### src/design/lmrws_pkg.sv
package lmrws_pkg;

  localparam logic [7:0] UNLOCK_REG   = 8'hFE;
  localparam logic [7:0] UNLOCK_KEY   = 8'hC5;
  localparam logic [7:0] PAGE_SEL_REG = 8'hFD;

  localparam logic [8:0] LED_COUNT     = 9'd351;
  localparam logic [8:0] LOW_BANK_SIZE = 9'd180;
  localparam logic [3:0] MAX_COLUMN    = 4'd12;
  localparam logic [3:0] MAX_ROW       = 4'd8;
  localparam logic [3:0] NARROW_COLS   = 4'd10;
  localparam logic [6:0] WIDE_BASE     = 7'd80;

  localparam logic [2:0] PAGE_PWM_LO = 3'd0;
  localparam logic [2:0] PAGE_PWM_HI = 3'd1;
  localparam logic [2:0] PAGE_SCL_LO = 3'd2;
  localparam logic [2:0] PAGE_SCL_HI = 3'd3;
  localparam logic [2:0] PAGE_CONFIG = 3'd4;

  localparam logic OP_PIXEL = 1'b0;
  localparam logic OP_RAW   = 1'b1;

  localparam logic [1:0] COLOR_RED  = 2'd0;
  localparam logic [1:0] COLOR_NONE = 2'd3;

  typedef enum logic [2:0] {
    ST_IDLE,
    ST_UNLOCK1,
    ST_SEL1,
    ST_PWM,
    ST_UNLOCK2,
    ST_SEL2,
    ST_SCALE,
    ST_SINGLE
  } step_t;

  // decoded form of one request
  typedef struct packed {
    logic       err;
    logic       empty;
    logic       high;
    logic [7:0] addr;
  } map_t;

  function automatic logic [3:0] row_perm(input logic [3:0] row);
    logic [3:0] r;
    case (row)
      4'd0: r = 4'd8;
      4'd1: r = 4'd5;
      4'd2: r = 4'd4;
      4'd3: r = 4'd3;
      4'd4: r = 4'd2;
      4'd5: r = 4'd1;
      4'd6: r = 4'd0;
      4'd7: r = 4'd7;
      4'd8: r = 4'd6;
      default: r = 4'd0;
    endcase
    return r;
  endfunction

  function automatic logic [1:0] swap_pos(input logic [1:0] pos);
    logic [1:0] p;
    case (pos)
      2'd0: p = 2'd2;
      2'd1: p = 2'd0;
      2'd2: p = 2'd1;
      default: p = 2'd0;
    endcase
    return p;
  endfunction

endpackage

### src/design/lmrws_req_if.sv
interface lmrws_req_if;
  logic       valid;
  logic       ready;
  logic       op;
  logic [3:0] column;
  logic [3:0] row;
  logic [1:0] color;
  logic [7:0] brightness;
  logic [8:0] led_index;
  logic [7:0] pwm_level;
  logic [7:0] current_scale;

  modport source (
    output valid, op, column, row, color, brightness, led_index, pwm_level, current_scale,
    input  ready
  );
  modport sink (
    input  valid, op, column, row, color, brightness, led_index, pwm_level, current_scale,
    output ready
  );
endinterface

### src/design/lmrws_rsp_if.sv
interface lmrws_rsp_if;
  logic       valid;
  logic       ready;
  logic       write_valid;
  logic [7:0] reg_addr;
  logic [7:0] reg_data;
  logic       error;
  logic       last;

  modport source (
    output valid, write_valid, reg_addr, reg_data, error, last,
    input  ready
  );
  modport sink (
    input  valid, write_valid, reg_addr, reg_data, error, last,
    output ready
  );
endinterface

### src/design/lmrws_led_map.sv
module lmrws_led_map (
  input  logic                op,
  input  logic [3:0]          column,
  input  logic [3:0]          row,
  input  logic [1:0]          color,
  input  logic [8:0]          led_index,
  output lmrws_pkg::map_t     map
);

  logic [3:0] prow;
  logic [6:0] slot;
  logic [8:0] base;
  logic [1:0] pos;
  logic [1:0] pos_sw;
  logic [8:0] idx;
  logic       high;

  always_comb begin
    prow = lmrws_pkg::row_perm(row);
    if (column < lmrws_pkg::NARROW_COLS) begin
      slot = {3'b000, column} + {3'b000, prow} * 7'd10;
    end else begin
      slot = {3'b000, column} + lmrws_pkg::WIDE_BASE + {3'b000, prow} * 7'd3;
    end
    base = {2'b00, slot} * 9'd3;
    pos  = 2'd2 - color;
    // odd columns and the last column have red, green and blue rotated by one position
    if (column[0] || column == lmrws_pkg::MAX_COLUMN) begin
      pos_sw = lmrws_pkg::swap_pos(pos);
    end else begin
      pos_sw = pos;
    end

    if (op == lmrws_pkg::OP_PIXEL) begin
      idx       = base + {7'd0, pos_sw};
      map.err   = (column > lmrws_pkg::MAX_COLUMN) || (row > lmrws_pkg::MAX_ROW);
      map.empty = (color == lmrws_pkg::COLOR_NONE);
    end else begin
      idx       = led_index;
      map.err   = (led_index >= lmrws_pkg::LED_COUNT);
      map.empty = 1'b0;
    end

    high     = (idx >= lmrws_pkg::LOW_BANK_SIZE);
    map.high = high;
    map.addr = high ? 8'(idx - lmrws_pkg::LOW_BANK_SIZE) : idx[7:0];
  end

endmodule

### src/design/led_matrix_register_write_sequencer_unit.sv
// Path: a request taken into the input stage is loaded into the sequencer state when the
// sequencer is idle, and its first register write is then registered into the output register.
// Throughput: one result word per cycle unless the result side stalls; a write request
// yields 6 words (the tracked page is always a scale page after a write, so both page changes
// go out), an error or empty request 1 word; the next request loads only with the last word.
// Reset (synchronous, rst high) empties all stages and sets the tracked page to 4.
module led_matrix_register_write_sequencer_unit (
  input logic         clk,
  input logic         rst,
  lmrws_req_if.sink   req,
  lmrws_rsp_if.source rsp
);

  // input stage
  logic       in_full;
  logic       in_op;
  logic [3:0] in_column;
  logic [3:0] in_row;
  logic [1:0] in_color;
  logic [7:0] in_brightness;
  logic [8:0] in_led_index;
  logic [7:0] in_pwm;
  logic [7:0] in_scl;

  lmrws_pkg::map_t dec;

  // sequencer
  lmrws_pkg::step_t state;
  lmrws_pkg::step_t state_next;
  lmrws_pkg::step_t first_step;
  logic [2:0] current_page;
  logic       p_err;
  logic       p_high;
  logic [7:0] p_addr;
  logic [7:0] p_pwm;
  logic [7:0] p_scl;

  logic       out_adv;
  logic       emit;
  logic       load;
  logic       at_last;
  logic [2:0] pwm_page;
  logic [2:0] scl_page;

  logic       w_valid;
  logic [7:0] w_addr;
  logic [7:0] w_data;
  logic       w_error;
  logic       w_last;

  lmrws_led_map u_map (
    .op        (in_op),
    .column    (in_column),
    .row       (in_row),
    .color     (in_color),
    .led_index (in_led_index),
    .map       (dec)
  );

  assign out_adv   = !rsp.valid || rsp.ready;
  assign emit      = (state != lmrws_pkg::ST_IDLE) && out_adv;
  assign at_last   = (state == lmrws_pkg::ST_SCALE) || (state == lmrws_pkg::ST_SINGLE);
  assign load      = in_full && ((state == lmrws_pkg::ST_IDLE) || (emit && at_last));
  assign req.ready = !in_full || load;

  assign pwm_page = dec.high ? lmrws_pkg::PAGE_PWM_HI : lmrws_pkg::PAGE_PWM_LO;
  assign scl_page = dec.high ? lmrws_pkg::PAGE_SCL_HI : lmrws_pkg::PAGE_SCL_LO;

  always_ff @(posedge clk) begin
    if (rst) begin
      in_full <= 1'b0;
    end else if (req.valid && req.ready) begin
      in_full <= 1'b1;
    end else if (load) begin
      in_full <= 1'b0;
    end
  end

  always_ff @(posedge clk) begin
    if (req.valid && req.ready) begin
      in_op         <= req.op;
      in_column     <= req.column;
      in_row        <= req.row;
      in_color      <= req.color;
      in_brightness <= req.brightness;
      in_led_index  <= req.led_index;
      in_pwm        <= req.pwm_level;
      in_scl        <= req.current_scale;
    end
  end

  always_comb begin
    if (dec.err || dec.empty) begin
      first_step = lmrws_pkg::ST_SINGLE;
    end else if (current_page != pwm_page) begin
      first_step = lmrws_pkg::ST_UNLOCK1;
    end else begin
      first_step = lmrws_pkg::ST_PWM;
    end
  end

  always_ff @(posedge clk) begin
    if (rst) begin
      state        <= lmrws_pkg::ST_IDLE;
      current_page <= lmrws_pkg::PAGE_CONFIG;
    end else begin
      state <= state_next;
      // the scale write always ends on the scale page
      if (load && !dec.err && !dec.empty) begin
        current_page <= scl_page;
      end
    end
  end

  always_ff @(posedge clk) begin
    if (load) begin
      p_err  <= dec.err;
      p_high <= dec.high;
      p_addr <= dec.addr;
      p_pwm  <= (in_op == lmrws_pkg::OP_PIXEL) ? in_brightness : in_pwm;
      p_scl  <= (in_op == lmrws_pkg::OP_PIXEL) ? in_brightness : in_scl;
    end
  end

  always_comb begin
    state_next = state;
    w_valid    = 1'b1;
    w_addr     = 8'd0;
    w_data     = 8'd0;
    w_error    = 1'b0;
    w_last     = 1'b0;
    case (state)
      lmrws_pkg::ST_UNLOCK1, lmrws_pkg::ST_UNLOCK2: begin
        w_addr = lmrws_pkg::UNLOCK_REG;
        w_data = lmrws_pkg::UNLOCK_KEY;
      end
      lmrws_pkg::ST_SEL1: begin
        w_addr = lmrws_pkg::PAGE_SEL_REG;
        w_data = {5'd0, p_high ? lmrws_pkg::PAGE_PWM_HI : lmrws_pkg::PAGE_PWM_LO};
      end
      lmrws_pkg::ST_SEL2: begin
        w_addr = lmrws_pkg::PAGE_SEL_REG;
        w_data = {5'd0, p_high ? lmrws_pkg::PAGE_SCL_HI : lmrws_pkg::PAGE_SCL_LO};
      end
      lmrws_pkg::ST_PWM: begin
        w_addr = p_addr;
        w_data = p_pwm;
      end
      lmrws_pkg::ST_SCALE: begin
        w_addr = p_addr;
        w_data = p_scl;
        w_last = 1'b1;
      end
      lmrws_pkg::ST_SINGLE: begin
        w_valid = 1'b0;
        w_error = p_err;
        w_last  = 1'b1;
      end
      default: begin
        w_valid = 1'b0;
      end
    endcase

    if (emit) begin
      case (state)
        lmrws_pkg::ST_UNLOCK1: state_next = lmrws_pkg::ST_SEL1;
        lmrws_pkg::ST_SEL1:    state_next = lmrws_pkg::ST_PWM;
        lmrws_pkg::ST_PWM:     state_next = lmrws_pkg::ST_UNLOCK2;
        lmrws_pkg::ST_UNLOCK2: state_next = lmrws_pkg::ST_SEL2;
        lmrws_pkg::ST_SEL2:    state_next = lmrws_pkg::ST_SCALE;
        default:               state_next = lmrws_pkg::ST_IDLE;
      endcase
    end
    if (load) begin
      state_next = first_step;
    end
  end

  // output register
  always_ff @(posedge clk) begin
    if (rst) begin
      rsp.valid <= 1'b0;
    end else if (emit) begin
      rsp.valid <= 1'b1;
    end else if (rsp.ready) begin
      rsp.valid <= 1'b0;
    end
  end

  always_ff @(posedge clk) begin
    if (emit) begin
      rsp.write_valid <= w_valid;
      rsp.reg_addr    <= w_addr;
      rsp.reg_data    <= w_data;
      rsp.error       <= w_error;
      rsp.last        <= w_last;
    end
  end

  a_page_after_write: assert property (@(posedge clk) disable iff (rst)
    load && !dec.err && !dec.empty |=>
      (current_page == lmrws_pkg::PAGE_SCL_LO) || (current_page == lmrws_pkg::PAGE_SCL_HI))
    else $error("tracked page not a scale page after a write request");

  a_sel2_data: assert property (@(posedge clk) disable iff (rst)
    emit && (state == lmrws_pkg::ST_SEL2) |=>
      (rsp.reg_data == 8'd2) || (rsp.reg_data == 8'd3))
    else $error("second page select does not name a scale page");

  a_error_word: assert property (@(posedge clk) disable iff (rst)
    rsp.valid && rsp.error |-> !rsp.write_valid && rsp.last)
    else $error("error word carries a write or is not last");

  a_load_empty_stage: assert property (@(posedge clk) disable iff (rst)
    load && !(req.valid && req.ready) |=> !in_full)
    else $error("input stage still full after handing off its request");

endmodule

### src/flat_wrapper.sv
// flat-port wrapper written by rule: the top's interface ports become plain ports
module led_matrix_register_write_sequencer_unit_flat 
  (clk, rst, req_valid, req_op, req_column, req_row, req_color, req_brightness, req_led_index, req_pwm_level, req_current_scale, req_ready, rsp_valid, rsp_write_valid, rsp_reg_addr, rsp_reg_data, rsp_error, rsp_last, rsp_ready);
  lmrws_req_if req_i ();
  lmrws_rsp_if rsp_i ();
  input logic clk;
  input logic rst;
  input wire logic [$bits(req_i.valid)-1:0] req_valid;
  input wire logic [$bits(req_i.op)-1:0] req_op;
  input wire logic [$bits(req_i.column)-1:0] req_column;
  input wire logic [$bits(req_i.row)-1:0] req_row;
  input wire logic [$bits(req_i.color)-1:0] req_color;
  input wire logic [$bits(req_i.brightness)-1:0] req_brightness;
  input wire logic [$bits(req_i.led_index)-1:0] req_led_index;
  input wire logic [$bits(req_i.pwm_level)-1:0] req_pwm_level;
  input wire logic [$bits(req_i.current_scale)-1:0] req_current_scale;
  output wire logic [$bits(req_i.ready)-1:0] req_ready;
  output wire logic [$bits(rsp_i.valid)-1:0] rsp_valid;
  output wire logic [$bits(rsp_i.write_valid)-1:0] rsp_write_valid;
  output wire logic [$bits(rsp_i.reg_addr)-1:0] rsp_reg_addr;
  output wire logic [$bits(rsp_i.reg_data)-1:0] rsp_reg_data;
  output wire logic [$bits(rsp_i.error)-1:0] rsp_error;
  output wire logic [$bits(rsp_i.last)-1:0] rsp_last;
  input wire logic [$bits(rsp_i.ready)-1:0] rsp_ready;
  assign req_i.valid = req_valid;
  assign req_i.op = req_op;
  assign req_i.column = req_column;
  assign req_i.row = req_row;
  assign req_i.color = req_color;
  assign req_i.brightness = req_brightness;
  assign req_i.led_index = req_led_index;
  assign req_i.pwm_level = req_pwm_level;
  assign req_i.current_scale = req_current_scale;
  assign req_ready = req_i.ready;
  assign rsp_valid = rsp_i.valid;
  assign rsp_write_valid = rsp_i.write_valid;
  assign rsp_reg_addr = rsp_i.reg_addr;
  assign rsp_reg_data = rsp_i.reg_data;
  assign rsp_error = rsp_i.error;
  assign rsp_last = rsp_i.last;
  assign rsp_i.ready = rsp_ready;
  led_matrix_register_write_sequencer_unit u_core (.clk(clk), .rst(rst), .req(req_i), .rsp(rsp_i));
endmodule
### config.mk
export PLATFORM = sky130hd
export DESIGN_NAME = led_matrix_register_write_sequencer_unit_flat
export DESIGN_NICKNAME = d
export VERILOG_FILES = /design/src/design/lmrws_pkg.sv /design/src/design/lmrws_req_if.sv /design/src/design/lmrws_rsp_if.sv /design/src/design/lmrws_led_map.sv /design/src/design/led_matrix_register_write_sequencer_unit.sv /design/src/flat_wrapper.sv
export SDC_FILE = /design/constraint.sdc
export NUM_CORES = 1
export LEC_CHECK = 0
export BUFFER_PORTS_ARGS = -buffer_cell sky130_fd_sc_hd__buf_2
export CAP_MARGIN = 15
export CORE_ASPECT_RATIO = 0.5
export CORE_MARGIN = 3
export CORE_UTILIZATION = 52
export DETAILED_ROUTE_END_ITERATION = 10
export PLACE_DENSITY_LB_ADDON = 0.15
export SLEW_MARGIN = 40
export SYNTH_ARGS = -nofsm -noshare
export SYNTH_HDL_FRONTEND = slang
export SYNTH_SLANG_ARGS = --single-unit
### constraint.sdc
create_clock -name clk -period 10.6 [get_ports clk]
set_input_delay 0.53 -clock clk [delete_from_list [all_inputs] [get_ports clk]]
set_output_delay 0.53 -clock clk [all_outputs]
set_load 0.02 [all_outputs]
==> metrics.cfg, run 1 <==
[grt]
antenna_found_initial=0
grt_remaining_overflow=0
grt_max_degree=45
grt_use_total_pct=18.07
grt_pass1_wl_um=16140
grt_pass1_vias=3257

[pwr]
worst_ir_drop_vdd_v=0.0001807
seqPwrFrac_pct=31.7
power.switching_mw=0.8905
comb_power_share_pct=52.3
p_per_area_nw_per_um2=349.0
swShare_pct=41.58
p_clk_share_pct=16.0
leakagePower_nw=2.550
total_power_mw=2.142
p_int_mw=1.251

[setup_path]
crit_path_start_kind=register
cp_data_required_time_ns=10.70
r2r_cells=16
path_cells=o21ai_1 -> mux2_2 -> fa_1 -> ha_1 -> inv_1 -> fa_1 -> xor2_1 -> nor2_1 -> a21oi_1 -> ha_1 -> a21oi_1 -> a32oi_1 -> o211ai_2 -> a31o_4 -> a21oi_2 -> xnor2_1
timing.reg2reg.setup_slack_ns=6.02
endpoint_kind=register
critPathSlowestCell=o21ai_1
r2r_start=u_core.in_column[2]$_DFFE_PP_
path_class=reg2reg
critPathArrivalTime_ns=4.68
r2r_end=u_core.p_addr[4]$_DFFE_PP_
max_stage_delay_ns=0.64
path_max_fanout=10

[cells_and_area]
layout-drive-gt1-share_pct=21.30
diodes=0
fin_nets=623
final_area_sq_um=6136
syn_to_final_growth_pct=14.37

[clock_tree]
clk_pin_slew_ns=0.07
cts_buffers=9
cts.sinks=101
hold_buffers=0
cts_setup_buffers=0
clockRootBuffer=clkbuf_16
clk_latency_ns=0.35
cts_tree=yes
htree_levels=3
cts_resized=0
clock_path_buffers=2

[synth]
syn-mean-instance-area_sq_um=11.44
yosysWarnings=0
netlist_instances=469
yosysUniqueCellTypes=64
synth_edf_count=89
synth-seq-cells=101
syn_nets=557
synthesis.area_sq_um=5365
ys_seq_area_share_pct=54.29
synth_async_sr_flop_share_pct=0
synth_ff_type=edfxtp_1

[routing]
drc=0
via_per_inst=5.271
firstDrtPassIters=5
routed_wl_um=10010
num_vias=3558
ant_nets=0
drtIter0Drc=185
avgRoutedWirePerCell_um=14.82

[sta]
rsz0062_at_grt=no
finalMaxSlewViolations=0
setup_viol=0
setup-tns-final_ns=0
worst_pin_slew_ns=0.7547
hold_viol=0
finalCritPeriodShare_pct=43.24
slew_headroom_pct=49.35
fmax_ghz=0.2182
clock-skew-final_ns=0.005334
min_period_ns=4.584

[run_status]
run_status=completed

[die]
dieArea_sq_um=11650
die_w_um=149.7
num_rows=25
initial_core_util_pct=55.15
io_pins=69
dieHeight_um=77.83
coreArea_sq_um=9728

[min_path]
hold_end=u_core.in_scl[0]$_DFFE_PP_
hold_depth=1
hold_class=in2reg
hp-start=req_current_scale[0]

[placement]
dpl.hpwl_um=7350
place_congestion=0.8129
placed_area_sq_um=5819
io_buffer_count=68

[run]
maxCapViolations=0

cell usage in the layout, fill, tap and decap left out, types with 8 or more instances in the layout:
cell / Yosys / routed
edfxtp_1: 89 / 89
buf_2: 4 / 68
nand2_1: 65 / 65
inv_1: 37 / 37
nor2_1: 32 / 32
ha_1: 32 / 32
a21oi_1: 31 / 31
o21ai_0: 28 / 28
dfxtp_1: 12 / 12
xor2_1: 9 / 9
clkbuf_16: 0 / 9
fa_1: 8 / 8
power by group through the flow:
stage	clock network (mW)	registers [mW]	logic (mW)
3_5_place_dp	0	0.688	1.12
6_report	0.342	0.680	1.12
3_3_place_gp	0	0.687	1.10
2_1_floorplan	0	0.703	0.868
5_1_grt	0.364	0.694	1.26
4_1_cts	0.349	0.680	1.13
kinds of logic after synthesis:
kind of cell,Yosys count,share of synthesized area (%)
simple gates,131,11.26
compound gates,109,13.25
flops,101,54.29
buf+inv,56,4.361
fa+ha+maj,40,10.45
mux,17,3.941
xor+xnor,15,2.449
cells in the mapped netlist, types with 2 or more instances:
cell,number,area share [%]
a21boi_0,2,0.28
o21ai_0,28,2.6
nor2b_1,6,0.70
and2_1,2,0.23
a21oi_2,3,0.49
a32oi_1,2,0.33
nand2b_1,4,0.47
clkbuf_1,8,0.56
buf_1,2,0.14
ha_1,32,7.5
nand2_1,65,4.5
nor2_1,32,2.2
buf_6,2,0.42
a21o_1,7,0.98
buf_2,4,0.37
and3_1,3,0.35
o21ai_1,5,0.47
nand3_1,6,0.56
o21a_1,2,0.28
xor2_1,9,1.5
xnor2_1,6,0.98
nor3_1,3,0.28
mux2_2,6,1.3
mux2i_1,7,1.3
mux2i_4,2,0.84
dfxtp_1,12,4.5
a21oi_1,31,2.9
a31oi_1,2,0.23
inv_1,37,2.6
fa_1,8,3.0
a22oi_1,5,0.70
nand2_4,2,0.42
edfxtp_1,89,50
o31ai_1,3,0.42
a311oi_1,2,0.33
inv_2,2,0.14
state kept, by name (all words and copies together), names as in the netlist, 4 cells and up:
register,count
u_core.in_brightness,8
u_core.in_column,4
u_core.in_led_index,9
u_core.in_pwm,8
u_core.in_row,4
u_core.in_scl,8
u_core.p_addr,8
u_core.p_pwm,8
u_core.p_scl,8
u_core.rsp.reg_addr,8
u_core.rsp.reg_data,8
u_core.u_map.prow,4
cell type report:
cell class	instances	area [sq um]
inverter	39	146.4
clock buffer	9	225.2
timing repair buffer	72	370.4
clock inverter	7	91.34
sequential	101	2913
multi-input combinational	312	2221
fill	770	3592
tap	135	168.9
metal layers:
metal / vias up / track usage [%] / wire (um)
met3: 10 / 4.901 / 565
met5: - / 0 / 0
met1: 1645 / 26.52 / 4833
met4: 0 / 4.380 / 85
met2: 98 / 26.80 / 4522
li1: 1805 / - / -
through the flow:
step,utilization [%],worst slack [ns],instances,hold slack [ns]
floorplan,-,6.332,469,0.4224
global placement,59.82,6.094,659,0.4324
detailed placement,59.82,6.017,659,0.4382
CTS,63.07,5.994,675,0.3378
global route,63.07,5.693,675,0.3376
finish,63.07,6.016,675,0.3518
how the worst max path moves through the flow:
stage	depth (start not counted)	slack, ns	from	to
3_5_place_dp	17	6.02	u_core.u_map.prow[1]$_DFF_P_	u_core.p_addr[4]$_DFFE_PP_
6_report	16	6.02	u_core.in_column[2]$_DFFE_PP_	u_core.p_addr[4]$_DFFE_PP_
5_1_grt	18	5.69	u_core.in_column[1]$_DFFE_PP_	u_core.p_addr[2]$_DFFE_PP_
4_1_cts	16	5.99	u_core.in_column[2]$_DFFE_PP_	u_core.p_addr[4]$_DFFE_PP_
3_3_place_gp	16	6.09	u_core.in_column[2]$_DFFE_PP_	u_core.p_addr[4]$_DFFE_PP_
2_1_floorplan	17	6.33	u_core.in_column[1]$_DFFE_PP_	u_core.p_addr[5]$_DFFE_PP_
worst max-delay path: cells and delay by family (launching register included):
family	cells	cell delay, ns
adders and majority gates	4	1.30
DFF	1	0.46
xor gates and xnor gates	2	0.27
AOI/OAI and AO/OA	7	1.73
and+or+nand+nor	1	0.05
buffers and inverters	1	0.05
muxes	1	0.45
No activity file was read; power rests on OpenSTA's default activity.
==> run 2, diff against run 1 <==
==> constraint.sdc (replaced) <==
create_clock -name clk -period 4.05 [get_ports clk]
set_input_delay 0.2025 -clock clk [delete_from_list [all_inputs] [get_ports clk]]
set_output_delay 0.2025 -clock clk [all_outputs]
set_load 0.02 [all_outputs]
==> run 2 against run 1 <==
  * The flow now finishes with violations (setup timing)
  * Final area grew 6.6%
  * Critical path depth up 1
  * Sequential cell count unchanged
  * Worst hold slack got worse by 0.32 ns
  * Core utilization increased by 4.2 points
  * Total power rose to 3.1 times the previous value
  * Die area did not move
  * Clock skew increased by 0.00077 ns
  * Critical endpoint is now u_core.p_addr[5]$_DFFE_PP_
==> metrics.cfg, run 2 (synthesized netlist as in run 1, its figures left out) <==
[clock_tree]
hold_buffers=0  ; unchanged
clockRootBuffer=clkbuf_16  ; unchanged
clk_pin_slew_ns=0.07  ; about the same
htree_levels=3  ; unchanged
clk_latency_ns=0.34  ; was 0.35 ns
cts.sinks=101  ; unchanged
cts_buffers=9  ; unchanged
cts_tree=yes  ; unchanged
clock_path_buffers=2  ; unchanged

[cells_and_area]
mostFrequentLayoutCell=edfxtp_1  ; unchanged
diodes=0  ; unchanged
layout-drive-gt1-share_pct=30.33  ; was 21.30%
fin_nets=660  ; was 623
layout_common_cells=edfxtp_1 (89), buf_2 (68), nand2_1 (65), buf_4 (41), inv_1 (33)  ; was edfxtp_1 (89), buf_2 (68), nand2_1 (65), inv_1 (37)
largest_reg_flops=9  ; unchanged
seqCellArea_sq_um=2913  ; unchanged
multi_input_area_sq_um=2350  ; was 2221 sq um
fin_cells=712  ; was 675
syn_to_final_growth_pct=21.92  ; was 14.37%
top_register=u_core.in_led_index  ; unchanged
fill_cells=757  ; was 770

[setup_path]
endpoint_kind=register  ; unchanged
critPathSlowestCell=fa_1  ; was o21ai_1
r2r_start=u_core.in_column[1]$_DFFE_PP_  ; was u_core.in_column[2]$_DFFE_PP_
path_max_fanout=5  ; was 10
path_cells=fa_1 -> ha_4 -> mux2_4 -> fa_1 -> ha_2 -> inv_2 -> fa_2 -> xor2_2 -> nor2_1 -> a21oi_2 -> ha_2 -> a21oi_2 -> a32oi_1 -> o211ai_2 -> a31o_4 -> a21boi_2 -> xor2_1  ; was o21ai_1 -> mux2_2 -> fa_1 -> ha_1 -> inv_1 -> fa_1 -> xor2_1 -> nor2_1 -> a21oi_1 -> ha_1 -> a21oi_1 -> a32oi_1 -> o211ai_2 -> a31o_4 -> a21oi_2 -> xnor2_1
r2r_end=u_core.p_addr[5]$_DFFE_PP_  ; was u_core.p_addr[4]$_DFFE_PP_
crit_path_start_kind=register  ; unchanged
critPathArrivalTime_ns=4.43  ; was 4.68 ns
crit_path_start=u_core.in_column[1]$_DFFE_PP_  ; was u_core.in_column[2]$_DFFE_PP_
timing.reg2reg.setup_slack_ns=-0.29  ; was 6.02 ns
cp_data_required_time_ns=4.14  ; was 10.70 ns
max_stage_delay_ns=0.55  ; was 0.64 ns
r2r_cells=17  ; was 16
path_class=reg2reg  ; unchanged

[pwr]
p_int_mw=3.973  ; was 1.251 mW
power.switching_mw=2.682  ; was 0.8905 mW
leakagePower_nw=2.738  ; was 2.550 nW
p_per_area_nw_per_um2=1017  ; was 349.0 nW/um^2
total_power_mw=6.656  ; was 2.142 mW
seqPwrFrac_pct=25.8  ; was 31.7%
worst_ir_drop_vdd_v=0.0005416  ; was 0.0001807 V
comb_power_share_pct=60.8  ; was 52.3%
swShare_pct=40.30  ; was 41.58%
p_clk_share_pct=13.3  ; was 16.0%

[sta]
rsz0062_at_grt=yes  ; was no
worst_pin_slew_ns=0.7775  ; was 0.7547 ns
clock-skew-final_ns=0.006099  ; was 0.005334 ns
finalCritPeriodShare_pct=107.2  ; was 43.24%
min_period_ns=4.340  ; was 4.584 ns
hold_viol=0  ; unchanged
slew_headroom_pct=48.09  ; was 49.35%
finalWorstSetupSlack_ns=-0.2900  ; was 6.016 ns
fmax_ghz=0.2304  ; was 0.2182 GHz
setup_viol=9  ; was 0
finalMaxSlewViolations=0  ; unchanged

[run_status]
run_status=finished with violations  ; was completed
violations=setup timing

[routing]
avgRoutedWirePerCell_um=15.11  ; was 14.82 um
routed_wl_um=10760  ; was 10010 um
via_per_inst=5.133  ; was 5.271
firstDrtPassIters=5  ; unchanged
drtIter0Drc=160  ; was 185
ant_nets=0  ; unchanged
num_vias=3655  ; was 3558
drc=0  ; unchanged

[die]
die_w_um=149.7  ; unchanged
num_rows=25  ; unchanged
initial_core_util_pct=55.15  ; unchanged
dieArea_sq_um=11650  ; unchanged
coreArea_sq_um=9728  ; unchanged
io_pins=69  ; unchanged
dieHeight_um=77.83  ; unchanged

[min_path]
hold_end=u_core.in_pwm[5]$_DFFE_PP_  ; was u_core.in_scl[0]$_DFFE_PP_
hold_depth=1  ; unchanged
hold_class=in2reg  ; unchanged
hp-start=req_pwm_level[5]  ; was req_current_scale[0]

[grt]
grt_pass1_vias=3404  ; was 3257
antenna_found_initial=0  ; unchanged
grt_pass1_wl_um=16580  ; was 16140 um
grt_max_degree=39  ; was 45
grt_remaining_overflow=0  ; unchanged
grt_use_total_pct=18.30  ; was 18.07%

[placement]
dpl.hpwl_um=7745  ; was 7350 um
dp_cells=689  ; was 659
place_congestion=0.8538  ; was 0.8129
io_buffer_count=68  ; unchanged

[run]
maxCapViolations=0  ; unchanged

==> run 2: cell types whose count changed in the layout (fill, tap and decap cells not counted), sizes merged <==
cell      change
buf          +37
clkinv        +1
clkinvlp      -1
==> run 2: worst max path at each step <==
stage | endpoint
floorplan | u_core.p_addr[5]$_DFFE_PP_
global placement | u_core.p_addr[5]$_DFFE_PP_
detailed placement | u_core.p_addr[5]$_DFFE_PP_
CTS | u_core.p_addr[5]$_DFFE_PP_
global route | u_core.p_addr[5]$_DFFE_PP_
finish | u_core.p_addr[5]$_DFFE_PP_
==> run 2: timing repair <==
item                                    4_1_cts  5_1_grt
endpoints found under the setup margin        9        9
resized for setup                             2       11
pin swaps                                     8       16
buffers inserted                              4        3
==> run 2: metal layers <==
metal  vias up  GRT usage [%]  part of all wire, %
li1       1872              -                    -
met1      1685          25.81                   47
met2        90          29.10                   47
met3         8          4.609                  5.1
met4         0          3.558                 0.69
met5         -              0                    0
==> run 2: final cells by class <==
type	count	area share [%]
Timing Repair Buffer	109	9.908
Clock inverter	7	1.377
Sequential cell	101	44.53
Multi-Input combinational cell	312	35.92
Tap cell	135	2.582
Clock buffer	9	3.443
Inverter	39	2.238
==> run 2: metrics by stage <==
stage | TNS [ns] | cell area, sq um | setup slack, ns | hold WS (ns) | utilization, %
after global routing | -3.247 | 6541 | -0.4430 | 0.01511 | 67.24
after global placement | -1.028 | 6123 | -0.1596 | 0.3784 | 62.95
final | -1.851 | 6541 | -0.2900 | 0.03222 | 67.24
after detailed placement | -2.161 | 6123 | -0.3152 | 0.3806 | 62.95
after CTS | -1.418 | 6480 | -0.2180 | 0.01969 | 66.61
after floorplan | -0.5349 | 5450 | -0.1369 | 0.3014 | -
==> run 2: worst max-delay path: cells and delay by family, from the launching register on <==
family,cells,cell delay [ns]
buffers and inverters,1,0.04
AOI/OAI and AO/OA,6,1.01
DFF,1,0.41
xor gates and xnor gates,2,0.26
adders and majority gates,6,2.03
muxes,1,0.28
and+or+nand+nor,1,0.07
==> run 2: power by group through the flow <==
stage / Sequential (mW) / Clock, mW / Combinational, mW
6_report: 1.72 / 0.887 / 4.05
2_1_floorplan: 1.84 / 0 / 2.47
5_1_grt: 1.75 / 0.947 / 4.46
3_3_place_gp: 1.74 / 0 / 3.62
3_5_place_dp: 1.74 / 0 / 3.71
4_1_cts: 1.72 / 0.905 / 3.83
